File: src/sv/pcc_pkg.sv
// ----------------------------------------------------------------------------
// pcc_pkg
// Shared types and constants for the pixel channel converter: pixel
// structs, configuration register indexes, channel layout codes and
// luma weights.
// ----------------------------------------------------------------------------
package pcc_pkg;

  // one input item
  typedef struct packed {
    logic [7:0] in_byte0;
    logic [7:0] in_byte1;
    logic [7:0] in_byte2;
    logic [7:0] in_byte3;
    logic       in_last;
  } in_pix_t;

  // one result item
  typedef struct packed {
    logic [7:0] out_byte0;
    logic [7:0] out_byte1;
    logic [7:0] out_byte2;
    logic [7:0] out_byte3;
    logic       out_last;
  } out_pix_t;

  // configuration register indexes
  localparam int unsigned CFG_IDX_W = 2;
  localparam logic [CFG_IDX_W-1:0] CFG_SOURCE_CHANNELS = 2'd0;
  localparam logic [CFG_IDX_W-1:0] CFG_DEST_CHANNELS   = 2'd1;

  // channel layout codes
  localparam int unsigned CH_W = 3;
  localparam logic [CH_W-1:0] CH_GRAY       = 3'd1;
  localparam logic [CH_W-1:0] CH_GRAY_ALPHA = 3'd2;
  localparam logic [CH_W-1:0] CH_RGB        = 3'd3;
  localparam logic [CH_W-1:0] CH_RGBA       = 3'd4;

  // luma weights and opaque alpha
  localparam logic [7:0] LUMA_R       = 8'd77;
  localparam logic [7:0] LUMA_G       = 8'd150;
  localparam logic [7:0] LUMA_B       = 8'd29;
  localparam logic [7:0] ALPHA_OPAQUE = 8'd255;

endpackage

File: src/sv/pcc_convert.sv
// ----------------------------------------------------------------------------
// pcc_convert
// Combinational channel layout conversion of one pixel: copy, gray
// expansion, luma reduction, alpha fill or carry, zeroing of unused bytes.
// ----------------------------------------------------------------------------
module pcc_convert
  import pcc_pkg::*;
(
  input  in_pix_t         pix_i,
  input  logic [CH_W-1:0] src_ch,
  input  logic [CH_W-1:0] dst_ch,
  output out_pix_t        pix_o
);

  logic        layout_ok;
  logic [15:0] luma_sum;
  logic [7:0]  gray;
  logic [7:0]  alpha;
  logic        src_color;

  // supported layouts are one to four channels
  assign layout_ok = (src_ch inside {[CH_GRAY:CH_RGBA]}) &&
                     (dst_ch inside {[CH_GRAY:CH_RGBA]});

  // weighted sum, max 255*256 so it fits 16 bits
  assign luma_sum = 16'(pix_i.in_byte0) * 16'(LUMA_R) +
                    16'(pix_i.in_byte1) * 16'(LUMA_G) +
                    16'(pix_i.in_byte2) * 16'(LUMA_B);

  assign src_color = (src_ch == CH_RGB) || (src_ch == CH_RGBA);
  assign gray      = src_color ? luma_sum[15:8] : pix_i.in_byte0;

  // source alpha, opaque when the source has none
  always_comb begin
    case (src_ch)
      CH_GRAY_ALPHA: alpha = pix_i.in_byte1;
      CH_RGBA:       alpha = pix_i.in_byte3;
      default:       alpha = ALPHA_OPAQUE;
    endcase
  end

  // output layout selection
  always_comb begin
    pix_o          = '0;
    pix_o.out_last = pix_i.in_last;
    if (layout_ok) begin
      if (src_ch == dst_ch) begin
        pix_o.out_byte0 = pix_i.in_byte0;
        if (dst_ch >= CH_GRAY_ALPHA) pix_o.out_byte1 = pix_i.in_byte1;
        if (dst_ch >= CH_RGB)        pix_o.out_byte2 = pix_i.in_byte2;
        if (dst_ch == CH_RGBA)       pix_o.out_byte3 = pix_i.in_byte3;
      end else if (dst_ch <= CH_GRAY_ALPHA) begin
        pix_o.out_byte0 = gray;
        if (dst_ch == CH_GRAY_ALPHA) pix_o.out_byte1 = alpha;
      end else begin
        pix_o.out_byte0 = pix_i.in_byte0;
        pix_o.out_byte1 = src_color ? pix_i.in_byte1 : pix_i.in_byte0;
        pix_o.out_byte2 = src_color ? pix_i.in_byte2 : pix_i.in_byte0;
        if (dst_ch == CH_RGBA) pix_o.out_byte3 = alpha;
      end
    end
  end

endmodule

File: src/sv/pixel_channel_converter.sv
// ----------------------------------------------------------------------------
// pixel_channel_converter
// Converts one pixel per cycle between gray, gray+alpha, RGB and RGBA
// layouts held in two configuration registers.
//
//   channel | ports                          | handshake
//   --------+--------------------------------+-------------------------
//   input   | start, busy, in_pix            | start & !busy
//   result  | out_valid, out_pix             | strobe, cannot be held
//   config  | cfg_valid, cfg_ready, cfg_*    | cfg_valid & cfg_ready
//
// One item per cycle, from start to out_valid via the input register,
// then the conversion logic (three 8x8 luma products and their sum) into
// the result register. busy is high only during reset and the cycle after
// it. The receiver has no back pressure, so nothing ever stalls. Both
// layout registers reset to RGBA.
// ----------------------------------------------------------------------------
module pixel_channel_converter
  import pcc_pkg::*;
(
  input  logic                 clk,
  input  logic                 rst_n,
  input  logic                 start,
  output logic                 busy,
  input  in_pix_t              in_pix,
  output logic                 out_valid,
  output out_pix_t             out_pix,
  input  logic                 cfg_valid,
  output logic                 cfg_ready,
  input  logic [CFG_IDX_W-1:0] cfg_index,
  input  logic [CH_W-1:0]      cfg_data
);

  logic            busy_r;
  logic            in_valid_r;
  in_pix_t         in_pix_r;
  logic            out_valid_r;
  out_pix_t        out_pix_r;
  out_pix_t        out_pix_nxt;
  logic [CH_W-1:0] src_ch_r;
  logic [CH_W-1:0] dst_ch_r;
  logic            in_take;

  assign busy      = busy_r;
  assign cfg_ready = !busy_r;
  assign in_take   = start && !busy_r;

  // ready flag, held off through reset
  always_ff @(posedge clk) begin
    if (!rst_n) begin
      busy_r <= 1'b1;
    end else begin
      busy_r <= 1'b0;
    end
  end

  // configuration registers
  always_ff @(posedge clk) begin
    if (!rst_n) begin
      src_ch_r <= CH_RGBA;
      dst_ch_r <= CH_RGBA;
    end else if (cfg_valid && cfg_ready) begin
      case (cfg_index)
        CFG_SOURCE_CHANNELS: src_ch_r <= cfg_data;
        CFG_DEST_CHANNELS:   dst_ch_r <= cfg_data;
        default: ;
      endcase
    end
  end

  // input register
  always_ff @(posedge clk) begin
    if (!rst_n) begin
      in_valid_r <= 1'b0;
    end else begin
      in_valid_r <= in_take;
    end
  end

  always_ff @(posedge clk) begin
    if (in_take) begin
      in_pix_r <= in_pix;
    end
  end

  // conversion logic
  pcc_convert u_convert (
    .pix_i  (in_pix_r),
    .src_ch (src_ch_r),
    .dst_ch (dst_ch_r),
    .pix_o  (out_pix_nxt)
  );

  // result register
  always_ff @(posedge clk) begin
    if (!rst_n) begin
      out_valid_r <= 1'b0;
    end else begin
      out_valid_r <= in_valid_r;
    end
  end

  always_ff @(posedge clk) begin
    if (in_valid_r) begin
      out_pix_r <= out_pix_nxt;
    end
  end

  assign out_valid = out_valid_r;
  assign out_pix   = out_pix_r;

  // checks
  a_take_to_stage: assert property (@(posedge clk) disable iff (!rst_n)
    in_take |=> in_valid_r)
    else $error("accepted item did not reach the input register");

  a_stage_to_out: assert property (@(posedge clk) disable iff (!rst_n)
    in_valid_r |=> out_valid_r)
    else $error("staged item did not produce a result");

  a_last_follows: assert property (@(posedge clk) disable iff (!rst_n)
    out_valid_r |-> out_pix_r.out_last == $past(in_pix.in_last, 2))
    else $error("last flag does not match the accepted item");

  a_reset_quiet: assert property (@(posedge clk)
    !rst_n |=> !out_valid_r && !in_valid_r && busy_r)
    else $error("pipeline not cleared by reset");

endmodule

File: config.mk
export PLATFORM = sky130hd
export DESIGN_NAME = pixel_channel_converter
export DESIGN_NICKNAME = d
export VERILOG_FILES = /design/src/sv/pcc_pkg.sv /design/src/sv/pcc_convert.sv /design/src/sv/pixel_channel_converter.sv
export SDC_FILE = /design/constraint.sdc
export NUM_CORES = 1
export LEC_CHECK = 0
export BUFFER_PORTS_ARGS = -buffer_cell sky130_fd_sc_hd__clkbuf_2
export CORE_MARGIN = 2
export CORE_UTILIZATION = 47
export DETAILED_ROUTE_END_ITERATION = 8
export HOLD_SLACK_MARGIN = 0.03
export PLACE_DENSITY = 0.67
export RECOVER_POWER = 100
export SYNTH_ARGS = -nofsm -noshare
export SYNTH_HDL_FRONTEND = slang
export SYNTH_SLANG_ARGS = --single-unit
File: constraint.sdc
create_clock -name clk -period 9.75 [get_ports clk]
set_input_delay 1.95 -clock clk [delete_from_list [all_inputs] [get_ports clk]]
set_output_delay 1.95 -clock clk [all_outputs]
set_load 0.03 [all_outputs]
## Word-level counts from Yosys, hierarchy flattened

Cells that the tools add are included.

| storage, ports and cells | value |
|---|---|
| flip-flop bits (word level) | 75 |
| latch bits | 0 |
| memory bits (writable) | 0 |
| ROM bits | 0 |
| input port bits | 42 |
| word-level logic and storage cells | 57 |
| memories kept | 0 |

| operators by class | value |
|---|---|
| add/subtract/negate cells | 2 |
| multiply operators | 3 |
| div/mod/pow operators | 0 |
| magnitude comparators | 7 |
| eq/ne operators | 7 |
| shifts and indexed selects | 0 |
| mux-type cells | 13 |
| bitwise operators | 0 |
| reduce and logical (&&, ||, !) cells | 10 |

Operators by type and width:

| kind | number |
|---|---|
| 8-bit two-way mux | 8 |
| 16-bit two-way mux | 2 |
| 32-bit two-way mux | 1 |
| 8-bit by 7-bit multiplier with 15-bit output, second input constant | 2 |
| 15-bit by 16-bit adder with 16-bit output | 1 |
| 16-bit by 13-bit adder with 16-bit output | 1 |
| 8-bit one-hot mux with 2 select lines | 1 |
| 8-bit by 5-bit multiplier with 13-bit output, second input constant | 1 |
| 3-bit by 2-bit == test with 1-bit output, second input constant | 3 |
| 3-bit == test, second input constant | 2 |
| 3-bit by 1-bit greater-or-equal comparator with 1-bit output, second input constant | 2 |
| 3-bit by 2-bit greater-or-equal comparator with 1-bit output, second input constant | 2 |
| 3-bit <= comparator, second input constant | 2 |
| 1-bit logical AND | 5 |
| 2-bit AND reduction | 2 |
| 3-bit == test | 1 |
| 3-bit by 2-bit <= comparator with 1-bit output, second input constant | 1 |
| 2-bit by 1-bit == test with 1-bit output, second input constant | 1 |
| 2-bit zero test | 1 |
| 1-bit zero test | 1 |
| 1-bit logical OR | 1 |
| 1-bit two-way mux | 1 |

## Depth between registers and ports, before layout

| depth | value |
|---|---|
| depth after elaboration | 6 |
| mapped depth | 24 |

## Hierarchy

From an unflattened synthesis, not the netlist that was laid out.

| second synthesis, totals | value |
|---|---|
| cell total of the unflattened synthesis | 570 |
| area total of the unflattened synthesis | 6299.8 um^2 |

By module, submodules not included:

| module | times used | cells an instance | area an instance (um^2) |
|---|---|---|---|
| pcc_convert | 1 | 472 | 3967.6 |
| pixel_channel_converter | 1 | 98 | 2332.2 |

## Worst setup path after synthesis

OpenSTA, ideal clock, no wires.

| timing path | value |
|---|---|
| path type | register -> register |
| start point | reg in_pix_r[21] (netlist bit) |
| end point | reg out_pix_r (netlist bit out_pix[32]) (data pin) |
| arrival | 6.410 ns |
| required time | 9.489 ns |
| slack | 3.080 ns |
| stages on the path, launching flop included | 24 |
| path buffers | 0 |
| cell sequence | edfxtp_1 > ha_1 > ha_1 > inv_1 > fa_1 > fa_1 > inv_1 > ha_1 > and3_1 > a221oi_2 > xnor2_1 > ha_1 > fa_1 > inv_1 > fa_1 > fa_1 > inv_1 > ha_1 > nand4_1 > o2bb2a_1 > o21ai_0 > a2111oi_0 > nand2_1 > a221o_1 |

| on the way | value |
|---|---|
| longest elaborated chain between the ends | 6 |

RTL lines:

| item | RTL line | text |
|---|---|---|
| from (decl) | pixel_channel_converter.sv:36 | `in_pix_t in_pix_r;` |
| from (signal assigned) | pixel_channel_converter.sv:82 | `in_pix_r <= in_pix;` |
| 8-bit by 7-bit multiplier with 15-bit output | pcc_convert.sv:27 | `16'(pix_i.in_byte1) * 16'(LUMA_G) +` |
| 15-bit by 16-bit adder with 16-bit output | pcc_convert.sv:26 | `assign luma_sum = 16'(pix_i.in_byte0) * 16'(LUMA_R) +` |
| 16-bit by 13-bit adder with 16-bit output | pcc_convert.sv:27 |  |
| 8-bit two-way mux | pcc_convert.sv:31 | `assign gray = src_color ? luma_sum[15:8] : pix_i.in_byte0;` |
| 16-bit two-way mux | pcc_convert.sv:52 | `end else if (dst_ch <= CH_GRAY_ALPHA) begin` |
| 32-bit two-way mux | pcc_convert.sv:47 | `if (src_ch == dst_ch) begin` |
| to (signal assigned) | pixel_channel_converter.sv:105 | `out_pix_r <= out_pix_nxt;` |
| to (decl) | pixel_channel_converter.sv:38 | `out_pix_t out_pix_r;` |

Every way passes these cells.
A chain may end at the register's enable or synchronous reset.

## Worst setup path after layout

Same ends and word-level chain as after synthesis.

==> results.json <==
{
  "crit_buf_inv": 4,
  "hold_path.class": "reg -> reg",
  "finalHoldViolations": 0,
  "fin_crit_sh_pct": 73.9,
  "crit_type": "reg -> reg",
  "clock_sinks": 75,
  "placed_cells": 808,
  "root_buffer": "clkbuf_16",
  "num-nets-final": 824,
  "core_area_sq_um": 13100,
  "max_stage_delay_ps": 540,
  "first_global_vias": 4368,
  "place_congestion": 0.850,
  "synth_flop_cell": "edfxtp_1",
  "yosysUniqueCellTypes": 59,
  "max-slew-margin-rel_pct": -100,
  "numCtsBuffers": 9,
  "vias_per_cell": 5.25,
  "synth_edf_count": 66,
  "power.total_uw": 1910,
  "slew_viol_final": 70,
  "initial_core_util_pct": 47.6,
  "required_ps": 9840,
  "grt_max_degree": 35,
  "clk_pin_slew_ps": 50,
  "min_period_ps": 7210,
  "globalRouteTotalUtil_pct": 20.5,
  "ctsHoldBuffers": 0,
  "post_cts_resized": 0,
  "netlist_area_sq_um": 6250,
  "peakVddDrop_mv": 0.197,
  "fin_util_pct": 53.9,
  "clk_latency_ps": 350,
  "max_freq_ghz": 0.139,
  "rows": 42,
  "numPortBuffers": 77,
  "leakagePower_uw": 0.00319,
  "crit_slowest_cell": "fa_1",
  "finalInstanceArea_sq_um": 7080,
  "setup_violations": 0,
  "dr.pass1.iters": 4,
  "ys_seq_area_share_pct": 34.6,
  "setup_tns_ps": 0,
  "worstMarginPinSlew_ps": 3000,
  "ys_seq_elements": 75,
  "antenna_found_initial": 0,
  "cts_setup_buffers": 0,
  "drc_errors": 0,
  "clk_path_buf_depth": 2,
  "cap_violations": 2,
  "crit_chain": "ha_1 -> ha_1 -> inv_1 -> fa_1 -> fa_1 -> inv_1 -> ha_1 -> and3_1 -> a221oi_1 -> xnor2_1 -> ha_1 -> fa_1 -> inv_1 -> fa_1 -> fa_1 -> inv_1 -> ha_1 -> nand4_1 -> o2bb2a_1 -> o21ai_0 -> a2111oi_0 -> nand2_1 -> a221o_1",
  "synth_cells": 563,
  "r2r_slack_ps": 2540,
  "avgRoutedWirePerCell_um": 16.5,
  "cts_tree": "done",
  "dpl_cell_area_sq_um": 6830,
  "violations": "max-capacitance violations, max-slew violations",
  "arrival_ps": 7300,
  "ys_warn_count": 0,
  "postRouteAntennaNets": 0,
  "rsz0062_at_grt": "no",
  "crit_path_end_kind": "register",
  "p_per_area_nw_per_um2": 269,
  "grt_remaining_overflow": 0,
  "antenna_cells": 0,
  "cp_max_fo": 6,
  "areaGrowthSynthToFinish_pct": 13.3,
  "wirelength_um": 13600,
  "hpwl_um": 10700,
  "ys_async_sr_fraction_pct": 0,
  "io_pins": 78,
  "clock_skew_ps": 12.6,
  "die-height_um": 119,
  "critPathLaunchType": "register",
  "instances_no_fill": 824,
  "syn_nets": 744,
  "fp.dieW_um": 119,
  "status": "finished with violations",
  "drt_iter0_drc": 300,
  "htree_levels": 3,
  "grt_pass1_wl_um": 22500,
  "num_vias": 4322,
  "drive_gt1_share_pct": 9.57,
  "postSynthAreaPerCell_sq_um": 11.1,
  "fp.dieArea_sq_um": 14200,
  "path_delay_family": "adder cells"
}
## layout make-up
class | instances | area, sq um
Inverter | 93 | 349
Clock inverter | 5 | 104
Sequential cell | 75 | 2160
Timing Repair Buffer | 78 | 340
Clock buffer | 11 | 233
Fill cell | 1170 | 6050
Multi-Input combinational cell | 386 | 3680
Tap cell | 176 | 220
## cell usage in the layout, fill, tap and decap left out, types with 4 or more instances in the layout
cell / count
mux2i_1: 13
a22o_1: 4
edfxtp_1: 66
clkbuf_1: 42
clkbuf_16: 9
ha_1: 84
dfxtp_1: 9
a31oi_1: 8
nand2_1: 42
nor2b_1: 4
clkbuf_2: 38
o21ai_0: 20
nor2_1: 33
and2_1: 4
nand3_1: 4
fa_1: 55
xor2_1: 11
inv_1: 93
xnor2_1: 10
a21oi_1: 31
a21o_1: 8
## registers in the layout, indices dropped and copies added (netlist names)
name,cells
busy,1
dst_ch_r,3
in_valid_r,1
out_pix,33
src_ch_r,3
out_valid,1
in_pix_r,33
## cells by family after synthesis
| family | after synthesis | share of synthesized area [%] |
|---|---|---|
| fa+ha+maj | 139 | 34.4 |
| simple gates | 113 | 8.98 |
| buf+inv | 102 | 6.26 |
| compound gates | 99 | 10.4 |
| flops | 75 | 34.6 |
| xor+xnor | 21 | 2.94 |
| mux | 14 | 2.44 |
## where the power goes
group | internal, uW | switching (uW)
Clock | 250 | 126
Combinational | 482 | 663
Sequential | 370 | 16.7
Total | 1100 | 806
## final timing paths
kind | startpoint | endpoint | cells past startpoint
max | in_pix_r[21]$_DFFE_PP_ | out_pix[32]$_SDFFCE_PN0P_ | 23
min | in_pix_r[0]$_DFFE_PP_ | out_pix[0]$_DFFE_PP_ | 0
max reg2reg | in_pix_r[21]$_DFFE_PP_ | out_pix[32]$_SDFFCE_PN0P_ | 23
min reg2reg | in_pix_r[0]$_DFFE_PP_ | out_pix[0]$_DFFE_PP_ | 0
## cell usage after synthesis (all sizes together) (2+ instances only)
| library cell | number | area share [%] |
|---|---|---|
| a21o | 8 | 0.96 |
| o21ai | 24 | 2.1 |
| mux2i | 13 | 2.1 |
| edfxtp | 66 | 32 |
| clkbuf | 3 | 0.18 |
| nor2 | 34 | 2.2 |
| buf | 6 | 0.50 |
| a221oi | 2 | 0.38 |
| fa | 55 | 18 |
| a31oi | 8 | 0.80 |
| a211oi | 2 | 0.24 |
| nand2 | 43 | 2.6 |
| nor4b | 2 | 0.28 |
| xnor2 | 10 | 1.4 |
| o21a | 3 | 0.36 |
| nor2b | 4 | 0.40 |
| nor3 | 4 | 0.58 |
| ha | 84 | 17 |
| o211ai | 3 | 0.36 |
| dfxtp | 9 | 2.9 |
| nand2b | 3 | 0.30 |
| o21bai | 3 | 0.36 |
| inv | 93 | 5.6 |
| xor2 | 11 | 1.5 |
| and2 | 5 | 0.50 |
| a2111oi | 3 | 0.52 |
| nand3 | 4 | 0.32 |
| nand4 | 3 | 0.30 |
| or2 | 2 | 0.20 |
| or3b | 2 | 0.28 |
| a22o | 4 | 0.56 |
| nor3b | 2 | 0.32 |
| a21oi | 32 | 2.6 |
## through the flow
stage	hold slack [ps]	setup slack [ps]
2_1_floorplan	400	3080
3_3_place_gp	410	2860
3_5_place_dp	416	2690
4_1_cts	429	2670
5_1_grt	447	2090
6_report	424	2540
## routing by layer
metal / global-route usage [%] / wire length, um / vias up
met5: 0 / 0 / -
met4: 5.88 / 215 / 0
met3: 3.59 / 703 / 14
met2: 33.5 / 6680 / 119
met1: 28.3 / 6020 / 2094
li1: - / - / 2095
Power figures use the tool's default switching activity.
